### config.mk
export PLATFORM = sky130hd
export DESIGN_NAME = cpc_ram
export DESIGN_NICKNAME = d
export VERILOG_FILES = /design/src/rtl/cpc_ram.sv
export SDC_FILE = /design/constraint.sdc
export NUM_CORES = 1
export LEC_CHECK = 0
export BUFFER_PORTS_ARGS = -buffer_cell sky130_fd_sc_hd__buf_2
export CORE_MARGIN = 2
export CORE_UTILIZATION = 37
export CTS_CLUSTER_SIZE = 40
export DETAILED_ROUTE_END_ITERATION = 12
export GPL_ROUTABILITY_DRIVEN = 0
export PLACE_DENSITY = 0.67
export SLEW_MARGIN = 10
export SYNTH_ARGS = -nofsm -noshare
export SYNTH_HDL_FRONTEND = slang
export SYNTH_SLANG_ARGS = --single-unit
### constraint.sdc
create_clock -name clock -period 1.85 [get_ports clock]
set_input_delay 0.37 -clock clock [delete_from_list [all_inputs] [get_ports clock]]
set_output_delay 0.37 -clock clock [all_outputs]
set_load 0.02 [all_outputs]
### src/rtl/cpc_ram.sv
// Generic simple dual-port RAM: one write port, one read port, registered read.
// No dependencies.
`default_nettype none

module cpc_ram #(
   parameter int WIDTH = 8,
   parameter int DEPTH = 16,
   localparam int ADDR_W = (DEPTH > 1) ? $clog2(DEPTH) : 1
) (
   input  logic              clock,
   input  logic              wr_en,
   input  logic [ADDR_W-1:0] wr_addr,
   input  logic [WIDTH-1:0]  wr_data,
   input  logic [ADDR_W-1:0] rd_addr,
   output logic [WIDTH-1:0]  rd_data
);

   logic [WIDTH-1:0] mem_ff [DEPTH];
   logic [WIDTH-1:0] rd_data_ff;

   // Write port.
   always_ff @(posedge clock) begin
      if (wr_en) begin
         mem_ff[wr_addr] <= wr_data;
      end
   end

   // Registered read port.
   always_ff @(posedge clock) begin
      rd_data_ff <= mem_ff[rd_addr];
   end

   assign rd_data = rd_data_ff;

endmodule

`default_nettype wire

### Word-level counts from Yosys, hierarchy flattened

Memory sizes are Yosys's and may differ from the RTL's. A register that Yosys moved wholly into a read port is not among the register bits.
Index checks and enable logic that the tools add are counted.

* memory bits (writable): 128
* flip-flop bits (word level): 0
* memories kept: 1

Memories
* mem_ff: depth 16, width 8, read ports 1, clocked after Yosys merged registers in 1, wr ports 1, RTL line 18 `logic [WIDTH-1:0] mem_ff [DEPTH];`

* mux-type cells: 2

Operators by type and width (number)
* 1-bit two-way mux: 2

### Logic depth before layout (Yosys ltp)

* depth after elaboration: 2
* mapped depth: 5
* depth with buffers taken out: 3

### Least setup slack after synthesis

OpenSTA, ideal clock, no wires.

* kind: in2reg
* from: input port wr_addr[2]
* to: memory mem_ff[0][0], enable pin
* data arrival time: 1.480 ns
* setup slack: -0.013 ns
* cell stages on the path: 2
* library setup time: 0.383 ns
* required time: 1.467 ns
* cells stage by stage: or3b_2 nor3_1

RTL lines
* from (decl): RTL line 12 `input logic [ADDR_W-1:0] wr_addr,`
* to (decl): RTL line 18

No word-level cell before the write port.

==> results.ini <==
[timing]
period_minus_slack_ns=1.425
setup_violations=0
rsz0062_at_grt=false
fin_crit_sh_pct=77.00
clock_skew_ns=0.008056
slew_headroom_pct=75.95
worst_pin_slew_ns=0.3608
max_freq_ghz=0.7020
hold_viol_final=0
slew_violations=0
tns_ns=0

[cells_and_area]
layout.nets=309
fin_util_pct=45.29
diodes=0
area_delta_synth_final_pct=20.71
drive_gt1_share_pct=33.55
fin_cells=484

[logic_synthesis]
synth.distinct_cells=19
netlist_top_cells_count=edfxtp_1 (128), mux4_2 (18), a22oi_1 (16)
synth-simple-area-share_pct=3.184
synth-seq-cells=136
synthArstFlopShare_pct=0
yosysMostFrequentCell=edfxtp_1
synthCells=229
ys.flop_type=edfxtp_1
synthMuxAreaShare_pct=15.02
netlist.top_cell.by_area=edfxtp_1
synth_area_leaders=edfxtp_1 (75%), mux4_2 (7.9%), mux4_1 (7.1%)
synthAdderAreaFrac_pct=0
synth_xor_area_share_pct=0
syn_area_um2=5147
synth_warnings=0
seq_area_frac_synth_pct=77.78
synth_compound_area_share_pct=2.333
synth_fp_nets=247
synth.top_cell.area_share_pct=74.67
synth_top_family_by_area=multiplexers
synth_edf_count=128
synth.avg_cell_area_um2=22.48

[clocking]
cts_tree=done
clk_latency_ns=0.42
htree_levels=4
hold_buffers=0
clkSinkCount=136
cts_setup_buffers=0
cts_max_path_buffers=2
cts-buffers-inserted=17
cts_resized=0
ctsRootBufferMaster=clkbuf_16
clk_pin_slew_ns=0.06

[job]
cap_violations=0

[critical_path]
cp-end-kind=flop
crit_chain=buf_2 > buf_4 > buf_4 > mux4_2 > a22oi_1 > nand2_1
required_ns=2.14
critPathSlowestCell=mux4_2
start_kind=primary input
reg2reg_from=mem_ff[9][2]$_DFFE_PP_
critPathMaxStageDelay_ns=0.52
crit_family=multiplexers
crit_start=rd_addr[0]
arrival_ns=1.72
path_max_fanout=10
crit_type=in2reg
cp_common_cell=buf_4
cp.buffers_inverters=3

[drt]
drtPass1Iterations=4
routed_wl_um=10190
final_antenna_net_count=0
drtIter0Drc=157
vias=2513
routedWlPerCell_um=21.06
drt-vias-per-instance=5.192
drcViolationCount=0

[floorplan]
fp-row-count=43
core_region_area_um2=13720
die-width_um=122.0
io_pins=26
dieArea_um2=14870
initial_core_util_pct=37.52
fp.dieH_um=122.0

[placed_design]
dp.cells=452
hpwlAfterDp_um=6669
io_buffers=25

[global_routing]
grt_pass1_wl_um=15540
grt_pass1_vias=2617
grt_usage_pct=15.06
grt_max_degree=20
grt_overflow=0
antenna_found_initial=0

[hold_path]
hp-start=wr_data[4]
worstHoldPathType=in2reg

[power]
p_per_area_nw_per_um2=1122
p_leak_nw=2.126
ir_worst_vdd_uv=1119

[outcome]
status=complete, no violations

-- registers in the layout (all words and copies together) (netlist names) --
register / count
mem_ff: 128
rd_data: 8
-- metal layers --
metal	GRT usage, %	up-vias	share of wire, %
li1	-	1098	-
met1	20.76	1313	46
met3	5.150	15	5.4
met4	5.891	0	1.9
met2	22.17	87	47
met5	0	-	0
-- stage by stage --
step / setup WS (ns) / hold slack [ns] / area [um^2] / total power [mW]
final: 0.4255 / 0.3454 / 6213 / 6.975
after global routing: 0.3542 / 0.3467 / 6213 / 7.208
after CTS: 0.4129 / 0.3337 / 6213 / 7.038
after detailed placement: -0.02341 / 0.6719 / 5652 / 3.897
after global placement: -0.005233 / 0.6653 / 5652 / 3.881
after floorplan: 0.2139 / 0.4689 / 5152 / 3.724
-- cells in the final DEF, fill, tap and decap left out, drive strengths merged --
cell type  count
clkinv         5
nor3           4
dfxtp          8
mux4          32
nand2          9
clkbuf        24
nand3b         2
nor2          13
nand2b         2
edfxtp       128
bufinv         1
and2           1
a22oi         16
or3b           1
nand3          1
and2b          1
buf           53
clkinvlp       2
nor2b          1
-- cell type report --
cell class / count / area [um^2]
Tap cell: 180 / 225.2
Fill cell: 1143 / 7506
Clock inverter: 8 / 70.07
Multi-Input combinational cell: 83 / 1062
Sequential cell: 136 / 4004
Timing Repair Buffer: 53 / 360.3
Clock buffer: 24 / 491.7
-- report_power, final --
| part | switching (mW) | internal (mW) |
|---|---|---|
| Sequential | 0.0216 | 3.45 |
| Combinational | 0.211 | 0.149 |
| Clock | 1.17 | 1.98 |
-- worst paths after layout --
kind / endpoint / slack (ns) / depth (start not counted)
setup / recovery: rd_data[5]$_DFF_P_ / 0.43 / 6
hold / removal: mem_ff[3][4]$_DFFE_PP_ / 0.35 / 1
setup reg to reg: rd_data[2]$_DFF_P_ / 0.47 / 3
hold reg to reg: rd_data[5]$_DFF_P_ / 0.68 / 3
-- cells by family after synthesis --
family	count (synthesis)
simple gates	35
compound gates	16
flops	136
mux	32
buf+inv	10
Note: power is estimated with default switching activity, not from simulation.
